## config.mk

```make
export PLATFORM = sky130hd
export DESIGN_NAME = sdiv_cell
export DESIGN_NICKNAME = d
export VERILOG_FILES = /design/src/sdiv_pkg.sv /design/src/sdiv_cell.sv
export SDC_FILE = /design/constraint.sdc
export NUM_CORES = 1
export LEC_CHECK = 0
export BUFFER_PORTS_ARGS = -buffer_cell sky130_fd_sc_hd__buf_2
export CORE_AREA = 3 3 204 206
export DETAILED_ROUTE_END_ITERATION = 6
export DIE_AREA = 0 0 207 209
export PLACE_DENSITY = 0.58
export REMOVE_ABC_BUFFERS = 1
export SLEW_MARGIN = 40
export SYNTH_ARGS = -nofsm -noshare
export SYNTH_HDL_FRONTEND = slang
export SYNTH_SLANG_ARGS = --single-unit
```

## constraint.sdc

```tcl
create_clock -name i_clk -period 4 [get_ports i_clk]
set_input_delay 0.8 -clock i_clk [delete_from_list [all_inputs] [get_ports i_clk]]
set_output_delay 0.8 -clock i_clk [all_outputs]
set_load 0.05 [all_outputs]
```

## src/sdiv_pkg.sv

```systemverilog
`default_nettype none

package sdiv_pkg;

    // Width of the operand and quotient ports
    localparam int PORT_WIDTH = 64;

    // Control that travels beside each operand pair through the pipe
    typedef struct packed {
        logic valid;     // stage holds a live item
        logic negate;    // operand signs differ: quotient gets negated
        logic div_zero;  // divisor was zero
    } t_ctl;

endpackage

`default_nettype wire

```

## src/sdiv_cell.sv

```systemverilog
`default_nettype none

module sdiv_cell #(
    parameter int W = 64
) (
    input  wire logic           i_clk,
    input  wire logic           i_rst_n,
    input  wire logic [W-1:0]   i_rem,
    input  wire logic [W-1:0]   i_num,
    input  wire logic [W-1:0]   i_den,
    input  wire logic [W-1:0]   i_quo,
    input  wire sdiv_pkg::t_ctl i_ctl,
    output logic      [W-1:0]   o_rem,
    output logic      [W-1:0]   o_num,
    output logic      [W-1:0]   o_den,
    output logic      [W-1:0]   o_quo,
    output sdiv_pkg::t_ctl      o_ctl
);
    import sdiv_pkg::*;

    logic [W-1:0] trial;
    logic         fits;
    logic [W-1:0] n_rem;
    logic [W-1:0] n_quo;
    logic [W-1:0] r_rem;
    logic [W-1:0] r_num;
    logic [W-1:0] r_den;
    logic [W-1:0] r_quo;
    t_ctl         r_ctl;

    // remainder stays below den <= 2^(W-1), so the shifted trial fits W bits
    always_comb begin
        trial = {i_rem[W-2:0], i_num[W-1]};
        fits  = (trial >= i_den);
        n_rem = fits ? (trial - i_den) : trial;
        n_quo = {i_quo[W-2:0], fits};
    end

    always_ff @(posedge i_clk) begin
        r_rem <= n_rem;
        r_num <= {i_num[W-2:0], 1'b0};
        r_den <= i_den;
        r_quo <= n_quo;
    end

    always_ff @(posedge i_clk) begin
        if (!i_rst_n) begin
            r_ctl <= '0;
        end else begin
            r_ctl <= i_ctl;
        end
    end

    assign o_rem = r_rem;
    assign o_num = r_num;
    assign o_den = r_den;
    assign o_quo = r_quo;
    assign o_ctl = r_ctl;

endmodule

`default_nettype wire

```

==> summary.txt <==
Clock tree
  • Clk sinks: 258
  • CTS Root Cell: clkbuf_16
  • Post-CTS Repair Setup Buffers: 0
  • Post-CTS resize count: 0
  • Reg clk slew, reported paths: 60 ps
  • CTS Buf Count: 30
  • CTS max path bufs: 3
  • # H-tree levels: 1
  • CTS tree: done
  • Hold_buf cts: 0

Yosys
  • Flops & latches, synth: 258
  • Ys Warns: 0
  • Distinct cells, synth: 71
  • Largest cells by area after synthesis: dfxtp_1 (51%), ha_1 (7.9%), nand2_1 (5.0%)
  • Synthesized area: 10100 um2
  • Avg Cell Area, Syn: 9.65 um2
  • Count leader, synth: dfxtp_1
  • Predominant post-synthesis flop cell: dfxtp_1
  • Most frequent cells after synthesis: dfxtp_1 (258), nand2_1 (135), inv_1 (82)
  • Syn Inst Count: 1047
  • EDFF count, synth: 0
  • Synth top area share: 51.1%
  • Yosys top cell by area: dfxtp_1
  • Post-synthesis sequential area ratio: 51.1%
  • Asr flop ratio synth: 0%

Floorplanning
  • Rows: 73
  • Die height: 209 um
  • IO Count: 520
  • Core Box Area: 39800 um2
  • Initial core utilization: 25.4%
  • Die area: 43300 um2
  • Die X: 207 um

Pwr
  • Switching share of power: 35.8%
  • Power Density: 530 nW/um2
  • Clock share of power: 35.2%
  • Internal: 4980 uW
  • Net Sw Power: 2780 uW
  • Leak Pwr: 0.00730 uW
  • Peak VDD IR: 0.395 mV
  • Comb pwr share: 28.0%
  • Seq pwr share: 36.8%

Global route
  • Initial antenna violation count: 17
  • Vias in the first global route: 9931
  • Global route overflow: 0
  • First-pass GRT wire length: 60600 um
  • GRT Total Usage: 18.0%
  • Largest net degree at the start of global routing: 41

Setup path
  • Arr. time, crit path: 3780 ps
  • Worst endpoint required time: 4460 ps
  • CP max FO: 40
  • Crit start category: primary input
  • Worst Setup End Kind: register
  • Critical path type: primary input to register

Final layout
  • Design area: 14600 um2
  • Layout area overhead: 44.8%
  • Share of layout cells above drive strength 1: 39.7%
  • Nets: 1942
  • Util after Layout: 36.7%

STA
  • Tmin final: 3320 ps
  • Max Freq: 301 MHz
  • Period Utilization, post-route: 83.0%
  • RSZ-0062 raised after global routing: false
  • Min Hold Slack: 323 ps
  • Hold Violations, Final: 0
  • Worst slew margin relative to its limit: 60.0%
  • Slew @ Worst Pin: 596 ps
  • Pins over their slew limit: 0
  • Final Setup Violations: 0

Detailed routing
  • Vias per cell: 4.43
  • Initial detailed-routing violation count: 473
  • Wire length per cell: 18.9 um
  • TritonRoute pass-1 iters: 5
  • Final ANT Viol Nets: 0
  • Routed via count: 9628
  • DRT Wirelength: 41000 um
  • # DRC: 0

Placement
  • Placer Congestion: 0.899
  • Area after DPL: 13600 um2
  • PortBufs: 516
  • DPL Wire Length: 34400 um

Run status
  • Outcome: complete, no violations

Run
  • Max-cap viol count: 0

Worst hold path
  • Hold Path Class: primary input to register
## worst max-delay path, stage by stage
cell       delay (ps)
buf_2              90
inv_1              40
ha_1              230
fa_1              420
nor2b_1           170
o31a_1            190
o2111ai_2         180
a21oi_2           250
a31oi_4           130
o21ai_2           260
o2111a_1          290
o22ai_4           120
buf_12            160
buf_12            160
o21ai_0           270
## flip-flops by register name, indices dropped and copies added (netlist names)
| name | flops |
|---|---|
| o_ctl | 3 |
| o_num | 63 |
| o_quo | 64 |
| o_rem | 64 |
| o_den | 64 |
## through the flow
| step | std cells | TNS [ps] | setup WS, ps | total power (uW) |
|---|---|---|---|---|
| after global routing | 2166 | 0 | 442 | 8100 |
| after global placement | 2109 | -170 | -113 | 5080 |
| after detailed placement | 2109 | 0 | 45.3 | 5090 |
| after floorplan | 1008 | -14050 | -446 | 4370 |
| final | 2172 | 0 | 681 | 7760 |
| after CTS | 2165 | 0 | 628 | 7860 |
## power groups by stage
stage	registers, uW	clock network, uW	logic (uW)
final	2860	2730	2170
after global routing	2880	2910	2320
after CTS	2860	2800	2190
after detailed placement	2910	0	2180
after global placement	2910	0	2170
after floorplan	3700	0	662
## cell type report
class                      instances  area [um2]
sequential                       258        5160
inverter                          83         312
tap                              525         657
multi-input combinational        667        4410
timing repair buffer             576        3070
fill                            4195       25200
clock inverter                    17         171
antenna                            7        17.5
clock buffer                      39         825
## cells by family after synthesis
kind of cell	Yosys count	share of synthesized area (%)
compound gates	296	19.4
xor+xnor	58	5.03
fa+ha+maj	65	8.12
buf+inv	122	5.25
flops	258	51.1
other cells	1	0.0371
simple gates	247	11.0
## cell usage in the layout (no fill, tap or decap), drive strengths merged, types with 6 or more instances in the layout
master	n
clkbuf	39
o21ai	99
clkinvlp	6
buf	576
a211oi	11
o31ai	8
inv	88
ha	64
and2	10
and3	6
o211ai	6
nand2	135
diode	7
xor2	19
o21a	6
a21o	31
nand4	23
nor2	36
nor3	7
xnor2	39
a31oi	9
o21bai	17
dfxtp	258
a21oi	73
## routing by layer
layer / track usage [%] / share of wire (%)
met1: 21.6 / 41
met4: 3.49 / 2.0
met2: 31.5 / 48
met5: 0 / 0.37
met3: 5.99 / 8.6
## final timing paths
check / startpoint / end / depth (start not counted)
hold / removal: i_quo[62] / o_quo[63] / 1
setup / recovery: i_num[63] / o_rem[23] / 15
Power figures use the tool's default switching activity.
