--- src/sdiv_pkg.sv ---
`default_nettype none

package sdiv_pkg;

    // Width of the operand and quotient ports
    localparam int PORT_WIDTH = 64;

    // Control that travels beside each operand pair through the pipe
    typedef struct packed {
        logic valid;     // stage holds a live item
        logic negate;    // operand signs differ: quotient gets negated
        logic div_zero;  // divisor was zero
    } t_ctl;

endpackage

`default_nettype wire

--- src/sdiv_post.sv ---
`default_nettype none

module sdiv_post #(
    parameter int W = 64
) (
    input  wire logic                           i_clk,
    input  wire logic                           i_rst_n,
    input  wire logic [W-1:0]                   i_quo,
    input  wire sdiv_pkg::t_ctl                 i_ctl,
    output logic                                o_valid,
    output logic [sdiv_pkg::PORT_WIDTH-1:0]     o_quotient,
    output logic                                o_divide_by_zero
);
    import sdiv_pkg::*;

    logic signed [W-1:0]          q_s;
    logic [PORT_WIDTH-1:0]        n_quotient;
    logic [PORT_WIDTH-1:0]        r_quotient;
    logic                         r_dbz;
    logic                         r_valid;

    always_comb begin
        q_s = i_ctl.negate ? signed'(~i_quo + W'(1)) : signed'(i_quo);
        if (i_ctl.div_zero) begin
            n_quotient = '0;
        end else begin
            n_quotient = PORT_WIDTH'(q_s);
        end
    end

    always_ff @(posedge i_clk) begin
        r_quotient <= n_quotient;
        r_dbz      <= i_ctl.div_zero;
    end

    always_ff @(posedge i_clk) begin
        if (!i_rst_n) begin
            r_valid <= 1'b0;
        end else begin
            r_valid <= i_ctl.valid;
        end
    end

    assign o_valid          = r_valid;
    assign o_quotient       = r_quotient;
    assign o_divide_by_zero = r_dbz;

endmodule

`default_nettype wire

--- config.mk ---
export PLATFORM = sky130hd
export DESIGN_NAME = sdiv_post
export DESIGN_NICKNAME = d
export VERILOG_FILES = /design/src/sdiv_pkg.sv /design/src/sdiv_post.sv
export SDC_FILE = /design/constraint.sdc
export NUM_CORES = 1
export LEC_CHECK = 0
export ABC_CLOCK_PERIOD_IN_PS = 3950
export BUFFER_PORTS_ARGS = -buffer_cell sky130_fd_sc_hd__buf_2
export CAP_MARGIN = 15
export CORE_ASPECT_RATIO = 1.1
export CORE_MARGIN = 2
export CORE_UTILIZATION = 45
export CTS_CLUSTER_SIZE = 10
export DETAILED_ROUTE_END_ITERATION = 10
export GPL_TIMING_DRIVEN = 0
export PLACE_DENSITY = 0.74
export SLEW_MARGIN = 20
export SYNTH_ARGS = -nofsm -noshare
export SYNTH_HDL_FRONTEND = slang
export SYNTH_SLANG_ARGS = --single-unit
--- constraint.sdc ---
create_clock -name i_clk -period 3.95 [get_ports i_clk]
set_input_delay 0.1975 -clock i_clk [delete_from_list [all_inputs] [get_ports i_clk]]
set_output_delay 0.1975 -clock i_clk [all_outputs]
set_load 0.01 [all_outputs]
==> results of run 1 <==
layer usage:
metal / vias to the layer above / global-route usage (%)
met2: 157 / 38.8
met1: 1714 / 30.6
li1: 1827 / -
met4: 0 / 6.20
met5: - / 0
met3: 9 / 6.42
synthesized netlist by cell type (5+ instances only):
cell	number
dfxtp_1	66
nor2_1	65
xor2_1	29
a21oi_1	21
clkbuf_1	21
nor3_1	19
nand2_1	16
nand3_1	15
nor2b_1	14
o21ai_0	13
or3_1	13
mux2_2	12
o31ai_1	12
o41ai_1	11
and3_1	8
inv_1	8
a31oi_1	6
nand4_1	5
nor4_1	5
or4_1	5
per-stage QoR:
| step | hold slack, ns | area [um2] |
|---|---|---|
| floorplan | 0.225 | 3620 |
| global placement | 0.315 | 4420 |
| detailed placement | 0.319 | 4420 |
| CTS | 0.0391 | 4620 |
| global route | 0.0540 | 4620 |
| finish | 0.0455 | 4620 |
how the worst min path moves through the flow:
stage                     slack [ns]  cells past startpoint     start                       end
after floorplan                 0.23                      0  i_ctl[0]  o_divide_by_zero$_DFF_P_
after global placement          0.32                      1  i_ctl[0]  o_divide_by_zero$_DFF_P_
after detailed placement        0.32                      1  i_ctl[0]  o_divide_by_zero$_DFF_P_
after CTS                       0.04                      2  i_ctl[2]        o_valid$_SDFF_PN0_
after global routing            0.05                      2  i_ctl[2]        o_valid$_SDFF_PN0_
final                           0.05                      2  i_ctl[2]        o_valid$_SDFF_PN0_
layout make-up:
cell class              instances  area [um2]  area share [%]
repair buffers                134         676            14.6
well taps                     108         135            2.92
clock buffers                  12         155            3.36
flip-flops and latches         66        1320            28.6
clock inverters                 2        37.5           0.812
plain buffers                  24         100            2.17
inverters                       9        33.8           0.731
multi-input cells             324        2160            46.8
cell families (layout without fill, tap and decap cells):
family                     count (synthesis)  after routing  synth area share, %
buffers and inverters                     33            181                 3.70
muxes                                     16             16                 4.91
xor gates and xnor gates                  32             32                 7.74
DFF                                       66             66                 36.5
AOI/OAI and AO/OA                         75             75                 13.9
adders and majority gates                  1              1                0.346
and+or+nand+nor                          200            200                 32.9
sequential cells by signal (all words and copies together) (netlist names):
register,count
o_divide_by_zero,1
o_quotient,64
o_valid,1
what timing repair did:
item,CTS,global route
hold buffers,1,0
endpoints found under the setup margin,0,0
endpoints found under the hold margin,1,0
power groups by stage:
stage                     registers [mW]  logic (mW)  clock network [mW]
after floorplan                    0.776       0.134                   0
after global placement             0.744       0.307                   0
after detailed placement           0.745       0.311                   0
after CTS                          0.730       0.313               0.578
after global routing               0.735       0.348               0.615
final                              0.729       0.313               0.566
worst max-delay path, stage by stage:
cell and delay [ns]:
dlygate4sd3_1 0.52, buf_2 0.10, clkbuf_1 0.34, clkbuf_1 0.46
clkbuf_1 0.48, clkbuf_1 0.46, nor2_1 0.11
==> out/summary.txt, run 1 <==
Status = finished, final reports clean
Primary FF master, synth = dfxtp_1
Fillers = 744
Postcts setup bufs = 0
Die area = 0.00878 mm2
DR pass1 iterations = 5
Synth top area share = 36.5%
Sw frac = 27.4%
Post-detailed-route wirelength per cell = 15.1 um
Synthesized Nets = 493
Clock network power share = 35.2%
PwrDens = 348 mW/mm2
Initial antenna violation count = 0
Syn_area_per_cell = 8.56 um2
Seq cells post-synth = 66
Crit start category = input port
Comb power frac = 19.5%
H-tree depth = 3
Pre-CTS setup slack = 1.42 ns
Highest-count cells in the layout ignoring fill and taps = buf_2, dfxtp_1, nor2_1, xor2_1, clkbuf_1
Vias/cell = 5.46
CP Launch Point = i_ctl[0]
Top post-synthesis cells by area = dfxtp_1, xor2_1, nor2_1
Chip height = 98.1 um
Tmin final = 2.47 ns
Critical path peak fanout = 10
Cell-internal power = 1.17 mW
Post-synth ARST share = 0%
Fin crit share = 62.4%
WL met2 = 4930 um
Final core area utilization = 58.7%
Row cnt = 34
Worst Hold Class = in -> reg
Power Total = 1.61 mW
Kind of critical path = in -> reg
Synth-to-Final Area Change = 27.7%
Core area = 0.00787 mm2
Largest area contributor in the netlist = dfxtp_1
Grt ovf = 0
DRT antenna net count = 0
Sw Pwr = 0.441 mW
Worst ir drop on vdd = 0.171 mV
Initial Util = 46.0%
Relative slew slack = 46.6%
CTS Buf Count = 9
Actual slew at the worst max-slew pin = 0.793 ns
Final WS setup = 1.48 ns
Antenna diodes = 0
Post-route DRC = 0
Die width = 89.5 um
Final count of hold timing violations = 0
Largest net degree at the start of global routing = 11
Worst Setup End Kind = flop
Number of I/O pins = 135
Wl on met1 = 4360 um
Vias in the first global route = 3478
Crit path arrival time = 2.68 ns
Fraction of layout cells with a size suffix above 1 = 31.7%
First-pass GRT wire length = 16500 um
EDFF count, synth = 0
Yosys warns = 0
Flop pwr share = 45.3%
Clock Sinks = 66
Setup TNS = 0 ns
Root Buffer = clkbuf_8
Final HPWL DP = 7710 um
Met3 routed WL = 833 um
Max Buffers Root-to-Sink = 2
Worst setup endpoint = o_quotient[31]$_SDFF_PP0_
Port buffer count = 133
Final wirelength = 10200 um
Seq/Total Area, Yosys = 36.5%
RSZ-0062 raised after global routing = no
Starting DRT DRC Count = 159
MaxCap Viol Count = 0
Max Slew Vio Count = 0
Mapped Cells = 423
Commonest non-fill, non-tap cell in the layout = buf_2
Endpoints failing setup = 0
Clock Pin Slew Worst Setup and Hold Paths = 0.07 ns
Leak Pwr = 2.05 nW
Nets = 638
GRT Overall Usage = 23.7%
Synth Cell Area = 0.00362 mm2
Max layer used = met4
Post-Layout Cell Count = 679
# resized after CTS = 0
CTS tree = done
Via count = 3707
Gpl congestion = 0.882
FMAX = 405 MHz
Placed instance count = 664
Distinct cells, synth = 51
Crit path required time = 4.16 ns
Power figures use the tool's default switching activity.
==> run 2: changes to the inputs <==
--- a/config.mk
+++ b/config.mk
@@ -5,7 +5,8 @@
 export SDC_FILE = /design/constraint.sdc
 export NUM_CORES = 1
 export LEC_CHECK = 0
-export ABC_CLOCK_PERIOD_IN_PS = 3950
+export ABC_AREA = 1
+export ABC_CLOCK_PERIOD_IN_PS = 2100
 export BUFFER_PORTS_ARGS = -buffer_cell sky130_fd_sc_hd__buf_2
 export CAP_MARGIN = 15
 export CORE_ASPECT_RATIO = 1.1
@@ -14,7 +15,7 @@
 export CTS_CLUSTER_SIZE = 10
 export DETAILED_ROUTE_END_ITERATION = 10
 export GPL_TIMING_DRIVEN = 0
-export PLACE_DENSITY = 0.74
+export PLACE_DENSITY = 0.76
 export SLEW_MARGIN = 20
 export SYNTH_ARGS = -nofsm -noshare
 export SYNTH_HDL_FRONTEND = slang
==> constraint.sdc (replaced) <==
create_clock -name i_clk -period 2.1 [get_ports i_clk]
set_input_delay 0.105 -clock i_clk [delete_from_list [all_inputs] [get_ports i_clk]]
set_output_delay 0.105 -clock i_clk [all_outputs]
set_load 0.01 [all_outputs]
==> run 2 against run 1 <==
Effect of this change: critical path depth rose by 1; routed wire length is 33% higher; non-clock buffer count is 3 higher; critical endpoint is now o_quotient[18]$_SDFF_PP0_.
==> out/summary.txt, run 2 <==
Relative slew slack = 62.2% (+16 points)
Flop pwr share = 39.4% (-5.9 points)
Port buffer count = 134 (+0.75%)
Clock Pin Slew Worst Setup and Hold Paths = 0.08 ns (about the same)
Pre-CTS setup slack = 0.387 ns (-1.04 ns)
Slowest stage delay, CP = 0.53 ns (about the same)
Seq cells post-synth = 66 (unchanged)
Clock network power share = 43.0% (+7.8 points)
FMAX = 575 MHz
Actual slew at the worst max-slew pin = 0.567 ns (-0.227 ns)
Die width = 92.0 um (+2.7%)
Largest net degree at the start of global routing = 13 (+2)
Max Buffers Root-to-Sink = 2 (unchanged)
Sw Pwr = 0.933 mW (+110%)
Post-synth ARST share = 0% (unchanged)
Hold endpoint = o_quotient[0]$_SDFF_PP0_
DR pass1 iterations = 5 (unchanged)
Postcts setup bufs = 0 (unchanged)
Mapped Cells = 641 (+52%)
Tmin final = 1.74 ns
Final count of hold timing violations = 0 (unchanged)
Number of I/O pins = 135 (unchanged)
Synth-to-Final Area Change = 30.9%
RSZ-0062 raised after global routing = no
Most frequent cell after synthesis = nor2_1
Sw frac = 27.1% (-0.31 points)
Row cnt = 35 (+2.9%)
First-pass GRT wire length = 21500 um (+30%)
GRT Overall Usage = 30.0% (+6.3 points)
Flip-flop count of the largest register after layout = 64 (unchanged)
Root Buffer = clkbuf_8
Synthesized Nets = 711 (+44%)
Worst Hold Class = in -> reg
Worst ir drop on vdd = 0.376 mV (+120%)
Synth Cell Area = 0.00383 mm2 (+5.8%)
Status = finished, final reports clean
Gpl congestion = 0.988 (+12%)
Fin crit share = 82.8%
Starting DRT DRC Count = 248 (+56%)
Vias/cell = 5.15 (-5.7%)
Via count = 4693 (+27%)
Chip height = 101 um (+2.8%)
Cell-internal power = 2.51 mW (+120%)
Kind of critical path = in -> reg
Nets = 866 (+36%)
Max Slew Vio Count = 0 (unchanged)
Seq/Total Area, Yosys = 34.5% (-2.0 points)
Final WS setup = 0.361 ns (-1.12 ns)
Die area = 0.00927 mm2 (+5.6%)
H-tree depth = 3 (unchanged)
Post-detailed-route wirelength per cell = 15.0 um (-0.77%)
Worst Setup End Kind = flop
Post-route DRC = 0 (unchanged)
Crit-path cells = dlygate4sd3_1 -> buf_2 -> clkbuf_1 -> inv_1 -> buf_2 -> clkbuf_1 -> o21ai_0 -> a21oi_1
Final wirelength = 13600 um (+33%)
Crit start category = input port
Endpoints failing setup = 0 (unchanged)
Syn_area_per_cell = 5.98 um2 (-30%)
Crit path required time = 2.38 ns (-1.78 ns)
Distinct cells, synth = 29 (-43%)
MaxCap Viol Count = 0 (unchanged)
Initial antenna violation count = 0 (unchanged)
Final HPWL DP = 11000 um (+42%)
Top post-synthesis cells by area = dfxtp_1, nor2_1, nand2_1
Largest area contributor in the netlist = dfxtp_1
Design Area, Final = 0.00501 mm2 (+8.5%)
EDFF count, synth = 0 (unchanged)
Grt ovf = 0 (unchanged)
Clock Sinks = 66 (unchanged)
Placed Area = 0.00464 mm2 (+5.0%)
Placed instance count = 886 (+33%)
Commonest non-fill, non-tap cell in the layout = nor2_1
Power Total = 3.45 mW (+110%)
CP max stage cell = dlygate4sd3_1
PwrDens = 687 mW/mm2 (+97%)
CTS tree = done
Leak Pwr = 2.45 nW (+19%)
Highest-count cells in the layout ignoring fill and taps = nor2_1, nand2_1, buf_2, dfxtp_1, inv_1
Hold Path Stages = 3 (+1)
Crit path arrival time = 2.01 ns (-0.67 ns)
Vias in the first global route = 4481 (+29%)
Worst hold start = i_quo[0]
Core area = 0.00832 mm2 (+5.7%)
Initial Util = 46.0% (+0.051 points)
WP depth = 8 (+1)
Worst path top cell family by delay = buffers and inverters
Yosys warns = 0 (unchanged)
Synth top area share = 34.5% (-2.0 points)
Top post-synthesis cells by count = nor2_1, nand2_1, dfxtp_1, inv_1, a21oi_1
Worst path bufs/invs = 6 (unchanged)
Critical path peak fanout = 10 (unchanged)
Antenna diodes = 0 (unchanged)
Post-Layout Cell Count = 912 (+34%)
Setup TNS = 0 ns (unchanged)
Comb power frac = 17.6% (-1.9 points)
Fraction of layout cells with a size suffix above 1 = 22.7% (-9.0 points)
DRT antenna net count = 0 (unchanged)
CTS Buf Count = 9 (unchanged)
Primary FF master, synth = dfxtp_1
[run 2: kinds of logic after synthesis]
| kind of cell | after synthesis | share of synthesized area [%] |
|---|---|---|
| AOI/OAI and AO/OA | 86 | 11.7 |
| adders and majority gates | 1 | 0.327 |
| buffers and inverters | 75 | 8.23 |
| DFF | 66 | 34.5 |
| and+or+nand+nor | 413 | 45.3 |
[run 2: metal layers]
layer / share of wire, % / routed length, um / track usage [%]
met2: 49 / 6630 / 52.7
met1: 41 / 5660 / 35.6
met3: 6.2 / 849 / 5.91
met5: 0 / 0 / 0
met4: 3.6 / 496 / 13.7
[run 2: final cells by class]
| type | instances | area (um2) |
|---|---|---|
| Buffer | 17 | 97.6 |
| Clock buffer | 10 | 138 |
| Clock inverter | 6 | 136 |
| Fill cell | 841 | 3310 |
| Inverter | 58 | 218 |
| Multi-Input combinational cell | 500 | 2190 |
| Sequential cell | 66 | 1320 |
| Tap cell | 111 | 139 |
| Timing Repair Buffer | 144 | 771 |
[run 2: power by group through the flow]
stage | Combinational (mW) | Clock, mW | Sequential, mW
final | 0.606 | 1.48 | 1.36
after global routing | 0.669 | 1.56 | 1.36
after CTS | 0.603 | 1.51 | 1.36
after detailed placement | 0.586 | 0 | 1.39
after global placement | 0.581 | 0 | 1.39
after floorplan | 0.264 | 0 | 1.44
[run 2: worst max-delay path by stage]
stage	from	end	slack (ns)
2_1_floorplan	i_quo[0]	o_quotient[58]$_SDFF_PP0_	0.78
3_3_place_gp	i_quo[0]	o_quotient[44]$_SDFF_PP0_	0.40
3_5_place_dp	i_quo[0]	o_quotient[56]$_SDFF_PP0_	0.39
4_1_cts	i_ctl[0]	o_quotient[18]$_SDFF_PP0_	0.38
5_1_grt	i_quo[25]	o_quotient[58]$_SDFF_PP0_	0.22
6_report	i_ctl[0]	o_quotient[18]$_SDFF_PP0_	0.36
[run 2: timing repair]
item | 4_1_cts | 5_1_grt
hold buffers | 10 | 0
resized for setup | 0 | 0
hold endpoints to repair | 9 | 0
[run 2: metrics by stage]
| stage | hold WS, ns | utilization (%) |
|---|---|---|
| floorplan | 0.133 | - |
| global placement | 0.221 | 55.8 |
| detailed placement | 0.223 | 55.8 |
| CTS | 0.0168 | 60.3 |
| global route | 0.0149 | 60.3 |
| finish | 0.0231 | 60.3 |
[run 2: worst min-delay path, stage by stage]
cell    delay [ns]
buf_2         0.07
inv_1         0.07
nor2_1        0.09
