**src/sdiv_pkg.sv**
```systemverilog
`default_nettype none

package sdiv_pkg;

    // Width of the operand and quotient ports
    localparam int PORT_WIDTH = 64;

    // Control that travels beside each operand pair through the pipe
    typedef struct packed {
        logic valid;     // stage holds a live item
        logic negate;    // operand signs differ: quotient gets negated
        logic div_zero;  // divisor was zero
    } t_ctl;

endpackage

`default_nettype wire

```
**src/sdiv_prep.sv**
```systemverilog
`default_nettype none

module sdiv_prep #(
    parameter int W = 64
) (
    input  wire logic                               i_clk,
    input  wire logic                               i_rst_n,
    input  wire logic                               i_take,
    input  wire logic [sdiv_pkg::PORT_WIDTH-1:0]    i_dividend,
    input  wire logic [sdiv_pkg::PORT_WIDTH-1:0]    i_divisor,
    output logic      [W-1:0]                       o_num,
    output logic      [W-1:0]                       o_den,
    output sdiv_pkg::t_ctl                          o_ctl
);
    import sdiv_pkg::*;

    logic [W-1:0] a_w;
    logic [W-1:0] b_w;
    logic         a_neg;
    logic         b_neg;
    logic [W-1:0] n_num;
    logic [W-1:0] n_den;
    t_ctl         n_ctl;
    logic [W-1:0] r_num;
    logic [W-1:0] r_den;
    t_ctl         r_ctl;

    always_comb begin
        a_w   = i_dividend[W-1:0];
        b_w   = i_divisor[W-1:0];
        a_neg = a_w[W-1];
        b_neg = b_w[W-1];
        // most negative value maps to 2^(W-1) as an unsigned magnitude
        n_num = a_neg ? (~a_w + W'(1)) : a_w;
        n_den = b_neg ? (~b_w + W'(1)) : b_w;
        n_ctl.valid    = i_take;
        n_ctl.negate   = a_neg ^ b_neg;
        n_ctl.div_zero = (b_w == '0);
    end

    always_ff @(posedge i_clk) begin
        r_num <= n_num;
        r_den <= n_den;
    end

    always_ff @(posedge i_clk) begin
        if (!i_rst_n) begin
            r_ctl <= '0;
        end else begin
            r_ctl <= n_ctl;
        end
    end

    assign o_num = r_num;
    assign o_den = r_den;
    assign o_ctl = r_ctl;

endmodule

`default_nettype wire

```
**config.mk**
```make
export PLATFORM = sky130hd
export DESIGN_NAME = sdiv_prep
export DESIGN_NICKNAME = d
export VERILOG_FILES = /design/src/sdiv_pkg.sv /design/src/sdiv_prep.sv
export SDC_FILE = /design/constraint.sdc
export NUM_CORES = 1
export LEC_CHECK = 0
export BUFFER_PORTS_ARGS = -buffer_cell sky130_fd_sc_hd__clkbuf_2
export CAP_MARGIN = 15
export CORE_UTILIZATION = 50
export DETAILED_ROUTE_END_ITERATION = 6
export PLACE_DENSITY = 0.85
export SKIP_CTS_REPAIR_TIMING = 1
export SLEW_MARGIN = 30
export SYNTH_ARGS = -nofsm -noshare
export SYNTH_HDL_FRONTEND = slang
export SYNTH_SLANG_ARGS = --single-unit
export TNS_END_PERCENT = 10
```
**constraint.sdc**
```tcl
create_clock -name i_clk -period 5.95 [get_ports i_clk]
set_input_delay 0.8925 -clock i_clk [delete_from_list [all_inputs] [get_ports i_clk]]
set_output_delay 0.8925 -clock i_clk [all_outputs]
set_load 0.005 [all_outputs]
```
==> results.cfg, run 1 <==
[synthesis]
yosys.area_share.xor_xnor = 0.197
yosys-top-cells-count = dfxtp_1 (131), xnor2_1 (122), o31ai_1 (36), nand2_1 (35), o21ai_0 (34)
synth-edff-count = 0
combinational_family_with_the_most_area_after_synthesis = XOR/XNOR gates
synth_flop_cell = dfxtp_1
synth_compound_area_frac = 0.144
simple_gate_share_of_the_synthesized_area = 0.155
synth-seq-area-share = 0.479
synthArstFlopShare = 0
synth-seq-cells = 131
synth_warnings = 0
yosys.area.top_type_share = 0.479
syn_nets = 674
synth_cells = 541
synth_most_common_cell = dfxtp_1
library_cell_with_the_largest_summed_area_after_synthesis = dfxtp_1
synth_fa_ha_area_frac = 0.00457
synth.lib_cells_used.distinct = 32
synthesis.area_um2 = 5470
ys_top_cells_by_area = dfxtp_1 (48%), xnor2_1 (20%), o41ai_1 (5.1%)
synth.mux.area_fraction = 0
avgSynthCellArea_um2 = 10.1

[cells_and_area]
multi_input_area_um2 = 2740
num_antenna_cells = 0
layout-area-overhead-vs-synth_pct = 37.4
sequential_cell_area_um2 = 2620
final-instance-count-excl-fill = 949
fillerInstances = 808
fin_nets = 933
final_layout_size_suffix_gt1_frac = 0.379

[min_path]
worst_hold_path.num_cells = 1
hold_start = i_divisor[0]
holdCritPathClass = in -> reg
worstHoldEndpoint = o_den[0]

[die]
floorplan.die_area_um2 = 11400
fp.dieH_um = 107
initial_core_util = 0.523
die_w_um = 107
rows = 37
floorplan.io_pins = 262
coreArea_um2 = 10500

[pwr]
p_leak_nw = 3.15
power-per-cell-area_nw_per_um2 = 326
irDropWorstVdd_mv = 0.191

[sta]
finalSetupTns_ps = 0
rsz_0062_raised_after_global_routing = no
worst_slew_pin_slew_ps = 751
final_hold_viol_count = 0
setup-violations-final = 0
finalCriticalPeriod_ps = 3030
final.period_utilization = 0.510
timing.max_slew.rel_slack = 0.495
maxClockFrequency_mhz = 330
finalMaxSlewViolations = 0

[placed_design]
gp_congestion = 0.850
portBuffers = 261
place.detailed.instances = 917
place.detailed.hpwl_mm = 12.0

[detailed_routing]
detail_route.first_pass.iterations = 4
routed-via-count = 5251
post-route-drc-count = 0
routedWlPerCell_um = 16.7
route.antenna.remaining_nets = 0
wirelength_mm = 15.9
first_iter_violations = 261
via_per_inst = 5.53

[clock_network]
cts_inserted_buffers = 17
tritoncts_num_sinks = 131
root_buffer = clkbuf_8
cts.reportedPaths.clkPinSlew_ps = 60
cts_buffer_depth = 2
ctsHtreeMaxLevel = 4
cts_tree = built

[setup_path]
setup.worst_path.end_class = flop
worstPathArrival_ps = 3470
crit_required_ps = 6390
path_max_fanout = 14
worstSetupPathType = in -> reg
worstSetupStartpointType = input pin

[grt]
first_global_vias = 5053
antenna_found_initial = 0
grt-ovfl-total = 0
track_usage = 0.279
grt_first_pass_wirelength_mm = 24.7
grt_max_degree = 67

[status]
run_status = completed

[run]
cap_viol_max_count = 0
[critical path, cell delays in order]
cell and delay [ps]:
clkbuf_2 110, nor4_1 620, nor4bb_1 350, buf_4 190, nand4_1 460, o41ai_1 660
xnor2_1 180
[per-stage QoR]
stage | hold slack (ps) | area, um2 | power [mW] | utilization | setup slack, ps
floorplan | 920 | 5470 | 1.15 | - | 3040
global placement | 1040 | 6870 | 1.33 | 0.656 | 2590
detailed placement | 1060 | 6870 | 1.34 | 0.657 | 2540
CTS | 516 | 7520 | 2.47 | 0.719 | 2990
global route | 522 | 7520 | 2.54 | 0.719 | 2730
finish | 537 | 7520 | 2.45 | 0.719 | 2920
[area by class of cell]
type                    instances  share of cell area
flip-flops and latches        131               0.349
clock inverters                12              0.0270
multi-input cells             382               0.364
repair buffers                262               0.175
well taps                     136              0.0226
inverters                       6             0.00300
clock buffers                  20              0.0592
[where the power goes]
part | total (mW) | internal [mW] | switching, mW
clock network | 1.13 | 0.747 | 0.380
registers | 0.997 | 0.970 | 0.0269
logic | 0.326 | 0.162 | 0.164
total | 2.45 | 1.88 | 0.570
[state kept, by name (all words and copies together) (netlist names)]
register and flops:
o_num 64, o_den 64, o_ctl 3
[layer usage]
metal,GRT usage,vias to the layer above,wire length (um)
met3,0.0723,51,1160
met1,0.311,2432,6150
met2,0.490,269,8010
li1,-,2499,-
met4,0.138,0,568
met5,0,-,0
[placed cells by master (no fill, tap or decap), types with 3 or more instances in the layout]
cell type	count
and2_1	4
bufinv_16	5
clkbuf_16	16
clkbuf_2	259
clkbuf_8	3
clkinv_4	3
dfxtp_1	131
inv_1	6
nand2_1	35
nand2b_1	4
nand3_1	13
nand4_1	5
nor2_1	14
nor3_1	11
nor4_1	14
o21ai_0	34
o31ai_1	36
o41ai_1	32
o41ai_2	4
or2_2	6
or3_1	16
or4_1	18
xnor2_1	122
[kinds of logic after synthesis]
| kind of cell | Yosys count |
|---|---|
| buf+inv | 28 |
| fa+ha+maj | 2 |
| xor+xnor | 123 |
| simple gates | 151 |
| flops | 131 |
| compound gates | 106 |
[worst max path at each step]
stage	from	to	slack [ps]	depth (start not counted)
CTS	i_divisor[7]	o_den[51]	2990	7
global placement	i_divisor[7]	o_den[51]	2590	7
finish	i_divisor[7]	o_den[51]	2920	7
floorplan	i_divisor[33]	o_den[50]	3040	6
detailed placement	i_divisor[7]	o_den[55]	2540	7
global route	i_divisor[7]	o_den[51]	2730	7
No activity file was read; power rests on OpenSTA's default activity.
==> inputs of run 2 (changes only) <==
- ABC_AREA: unset -> 1
- CORE_UTILIZATION: 50 -> 45
- PLACE_DENSITY: 0.85 -> 0.77
- clock period: 5.95 -> 2.6 ns (I/O delays scaled with it)
==> run 2 against run 1 <==
Compared with the run above:
- the flow now finishes with violations (design-rule violations)
- final cell count grew 66%
- sequential cell count is the same
- final area grew 23%
- total power grew 120%
- synthesized cell count grew 100%
- combinational power grew to 2.8 times the previous value
- synthesized area grew 31%
- utilization shrank 12 points
- non-clock buffer count grew 3
- critical path depth grew 2
- sequential power grew 130%
- critical path type unchanged
- critical endpoint is now o_den[61]
- largest cell class unchanged
- largest power group unchanged
- highest routed layer unchanged
==> results.cfg, run 2 <==
[status]
run_status = finished, violations left
violations = design-rule violations

[synthesis]
synth_most_common_cell = nand2_1
synthArstFlopShare = 0
synth_cells = 1084
synth_flop_cell = dfxtp_1
library_cell_with_the_largest_summed_area_after_synthesis = dfxtp_1
yosys.area.top_type_share = 0.366
syn_nets = 1217
synth_warnings = 0
avgSynthCellArea_um2 = 6.61
synth-edff-count = 0
synth.lib_cells_used.distinct = 35
yosys-top-cells-count = nand2_1 (346), nor2_1 (201), dfxtp_1 (131), nand3_1 (100), inv_1 (93)
synthesis.area_um2 = 7170
synth-seq-area-share = 0.366
ys_top_cells_by_area = dfxtp_1 (37%), nand2_1 (18%), nor2_1 (11%)
synth-seq-cells = 131

[grt]
first_global_vias = 7329
grt-ovfl-total = 0
grt_first_pass_wirelength_mm = 36.5
track_usage = 0.290
grt_max_degree = 47
antenna_found_initial = 0

[sta]
setup-violations-final = 0
finalSetupTns_ps = 0
maxClockFrequency_mhz = 692
final_hold_viol_count = 0
rsz_0062_raised_after_global_routing = no
finalCriticalPeriod_ps = 1440
timing.max_slew.rel_slack = 0.633
finalMaxSlewViolations = 0
worst_slew_pin_slew_ps = 551
final.period_utilization = 0.556

[pwr]
irDropWorstVdd_mv = 0.481
p_leak_nw = 4.60
power-per-cell-area_nw_per_um2 = 587

[min_path]
worstHoldEndpoint = o_num[0]
worst_hold_path.num_cells = 1
hold_start = i_dividend[0]
holdCritPathClass = in -> reg

[setup_path]
worstSetupStartpointType = input pin
setup.worst_path.end_class = flop
crit_required_ps = 2910
path_max_fanout = 5
worstPathArrival_ps = 1760
worstSetupPathType = in -> reg

[cells_and_area]
final_layout_size_suffix_gt1_frac = 0.258
mostFrequentLayoutCells = nand2_1 (346), clkbuf_2 (261), nor2_1 (201), dfxtp_1 (131), nand3_1 (100)
most_common_library_cell_in_the_layout_ignoring_fill_and_taps = nand2_1
sequential_cell_area_um2 = 2620
fillerInstances = 1482
multi_input_area_um2 = 4100
final_area_um2 = 9250
fin_nets = 1485
layout-area-overhead-vs-synth_pct = 29.1
num_antenna_cells = 0

[die]
floorplan.die_area_um2 = 16400
floorplan.io_pins = 262
rows = 45
fp.dieH_um = 128
die_w_um = 128
coreArea_um2 = 15400
initial_core_util = 0.466

[detailed_routing]
route.antenna.remaining_nets = 0
post-route-drc-count = 1
via_per_inst = 5.00
routed-via-count = 7880
routedWlPerCell_um = 14.8
wirelength_mm = 23.4
first_iter_violations = 674
detail_route.first_pass.iterations = 7

[clock_network]
cts.reportedPaths.clkPinSlew_ps = 60
cts_inserted_buffers = 17
cts_buffer_depth = 2
cts_tree = built
ctsHtreeMaxLevel = 4
root_buffer = clkbuf_16
tritoncts_num_sinks = 131

[run]
cap_viol_max_count = 0

[placed_design]
portBuffers = 261
post_dp_cell_area_um2 = 8680
place.detailed.hpwl_mm = 19.3
gp_congestion = 0.967
==> run 2: how the worst max path moves through the flow <==
stage | startpoint | end | slack [ps] | cells after the start
global placement | i_divisor[0] | o_den[36] | 820 | 9
finish | i_divisor[17] | o_den[61] | 1160 | 9
floorplan | i_divisor[1] | o_den[60] | 1100 | 11
CTS | i_dividend[0] | o_num[34] | 1230 | 9
global route | i_dividend[25] | o_num[60] | 1030 | 9
detailed placement | i_dividend[0] | o_num[34] | 780 | 9
==> run 2: final cells by class <==
cell class,instances,area share
clock inverters,9,0.00866
repair buffers,265,0.144
well taps,211,0.0285
clock buffers,22,0.0524
flip-flops and latches,131,0.284
inverters,95,0.0386
multi-input cells,842,0.444
==> run 2: cells by family (layout without fill, tap and decap cells) <==
| kind of cell | count (synthesis) | count (layout) | share of synthesized area |
|---|---|---|---|
| compound gates | 46 | 46 | 0.0444 |
| xor+xnor | 68 | 68 | 0.0831 |
| fa+ha+maj | 2 | 2 | 0.00349 |
| buf+inv | 111 | 391 | 0.0613 |
| flops | 131 | 131 | 0.366 |
| simple gates | 726 | 726 | 0.442 |
==> run 2: through the flow <==
| stage | total power [mW] | hold slack, ps | setup WS (ps) | util | instances |
|---|---|---|---|---|---|
| 2_1_floorplan | 2.72 | 418 | 1100 | - | 1084 |
| 3_3_place_gp | 3.18 | 509 | 823 | 0.565 | 1544 |
| 3_5_place_dp | 3.19 | 514 | 775 | 0.565 | 1544 |
| 4_1_cts | 5.46 | 73.0 | 1230 | 0.602 | 1575 |
| 5_1_grt | 5.68 | 62.7 | 1030 | 0.602 | 1575 |
| 6_report | 5.43 | 88.4 | 1160 | 0.602 | 1575 |
==> run 2: power breakdown <==
part           switching [mW]  internal, mW
Sequential             0.0607          2.20
Combinational           0.535         0.363
Clock                   0.868          1.40
==> run 2: per-layer routing <==
metal | global-route usage | up-vias | wire [um]
met4 | 0.146 | 0 | 994
met5 | 0 | - | 0
met2 | 0.492 | 408 | 10900
li1 | - | 3938 | -
met3 | 0.0764 | 62 | 2090
met1 | 0.337 | 3472 | 9400
==> run 2: worst max-delay path: stages <==
cell and delay, ps:
clkbuf_2 120, nor2_1 200, nand2_1 110, nor2_1 310
nand2_1 180, o21ai_4 220, nand3_1 100, nand2_1 80
nand2_1 50
==> inputs of run 3 (changes only) <==
- CORE_UTILIZATION: 45 -> 50
- PLACE_DENSITY: 0.77 -> 0.81
- clock period: 2.6 -> 1.5 ns (I/O delays scaled with it)
==> run 3 against run 2 <==
Compared with the run above:
- the flow now finishes without violations
- via count is 4.6% higher
- sequential power is 73% higher
- clock-buffer cell count is 1 lower
- sequential share of layout area is 1.8 points lower
- total power is 81% higher
- final area is 6.9% higher
- first-iteration DRC count is 18% lower
==> results.cfg, run 3 (synthesis results as in run 2) <==
[status]
run_status = completed

[min_path]
holdCritPathClass = in -> reg
hold_start = i_dividend[61]
worst_hold_path.num_cells = 3
worstHoldEndpoint = o_num[61]

[cells_and_area]
most_common_library_cell_in_the_layout_ignoring_fill_and_taps = nand2_1
num_antenna_cells = 0
final_layout_size_suffix_gt1_frac = 0.297
mostFrequentLayoutCells = nand2_1 (346), clkbuf_2 (261), nor2_1 (201), dfxtp_1 (131), nand3_1 (100)
fin_nets = 1563
layout-area-overhead-vs-synth_pct = 37.9

[grt]
grt_max_degree = 43
track_usage = 0.339
first_global_vias = 7754
grt-ovfl-total = 0
grt_first_pass_wirelength_mm = 38.2
antenna_found_initial = 1

[sta]
rsz_0062_raised_after_global_routing = no
timing.max_slew.rel_slack = 0.720
maxClockFrequency_mhz = 790
finalSetupTns_ps = 0
finalCriticalPeriod_ps = 1270
worst_slew_pin_slew_ps = 419
final_hold_viol_count = 0
finalMaxSlewViolations = 0
final.period_utilization = 0.844
setup-violations-final = 0

[setup_path]
worstPathCellList = clkbuf_2, nor2_1, nand3_1, nor2_1, nand2_1, o21ai_0, nand2_1, nand2_1, nand2_1
setup.worst_path.end_class = flop
worstSetupPathType = in -> reg
crit_path_max_incr_delay_ps = 290
worstPathArrival_ps = 1580
path_buf_inv = 1
path_delay_family = simple AND/OR/NAND/NOR gates
worstSetupStartpointType = input pin
crit_required_ps = 1810
worst_path_max_delay_cell = nor2_1
critical_path.most_common_cell = nand2_1
path_max_fanout = 3

[placed_design]
place.detailed.hpwl_mm = 20.2
gp_congestion = 1.00
portBuffers = 261

[detailed_routing]
detail_route.first_pass.iterations = 5
post-route-drc-count = 0
routedWlPerCell_um = 15.1
route.antenna.remaining_nets = 0
via_per_inst = 5.08
wirelength_mm = 24.6
routed-via-count = 8246
first_iter_violations = 553

[pwr]
power.share.sequential = 0.398
combinationalPowerShare = 0.175
switching_share = 0.273
power-per-cell-area_nw_per_um2 = 993
clkPwrFrac = 0.428
power_mw = 9.82
irDropWorstVdd_mv = 0.688
internal-power_mw = 7.13
switching_power_mw = 2.68
p_leak_nw = 5.01

[die]
floorplan.io_pins = 262
fp.dieH_um = 122
initial_core_util = 0.514
rows = 43
floorplan.die_area_um2 = 14800
die_w_um = 122
coreArea_um2 = 13900

[clock_network]
cts_inserted_buffers = 17
ctsHtreeMaxLevel = 4
cts_buffer_depth = 2
tritoncts_num_sinks = 131
cts_tree = built
cts.reportedPaths.clkPinSlew_ps = 60
root_buffer = clkbuf_16

[run]
cap_viol_max_count = 0
## run 3: cell types whose count changed in the layout (fill, tap and decap cells not counted), sizes merged
cell / change
buf: +76
bufinv: +1
clkbuf: -1
clkinv: -1
dlygate4sd3: +2
inv: +2
## run 3: how the worst max path moves through the flow
stage	slack [ps]	end	cells past startpoint	startpoint
finish	230	o_den[62]	9	i_divisor[39]
global route	50	o_den[62]	9	i_divisor[39]
CTS	260	o_den[62]	9	i_divisor[39]
detailed placement	-170	o_num[60]	10	i_dividend[0]
global placement	-120	o_den[62]	9	i_divisor[39]
floorplan	170	o_den[60]	11	i_divisor[1]
## run 3: final cells by class
| type | count | area, um2 |
|---|---|---|
| repair buffers | 343 | 1980 |
| well taps | 180 | 225 |
| flip-flops and latches | 131 | 2620 |
| fillers | 1194 | 4050 |
| clock inverters | 11 | 126 |
| inverters | 95 | 357 |
| multi-input cells | 842 | 4100 |
| clock buffers | 21 | 470 |
## run 3: metal layers
metal	share of wire	GRT usage
met5	0.00045	0
met4	0.044	0.168
met3	0.078	0.0833
met2	0.48	0.595
met1	0.40	0.380
## run 3: per-stage QoR
step / setup slack (ps) / hold slack [ps] / utilization / instance area, um2 / std cells
finish: 235 / 11.1 / 0.709 / 9880 / 1623
global route: 46.6 / 20.6 / 0.709 / 9880 / 1623
CTS: 255 / -90.0 / 0.708 / 9860 / 1621
detailed placement: -172 / 356 / 0.665 / 9270 / 1589
global placement: -124 / 343 / 0.665 / 9270 / 1589
floorplan: 166 / 253 / - / 7170 / 1084
## run 3: power by group through the flow
stage	combinational [mW]	clock (mW)	sequential [mW]
after floorplan	0.708	0	4.01
after global placement	1.68	0	3.97
after detailed placement	1.69	0	3.98
final	1.71	4.20	3.90
after CTS	1.70	4.24	3.91
after global routing	1.89	4.42	3.93
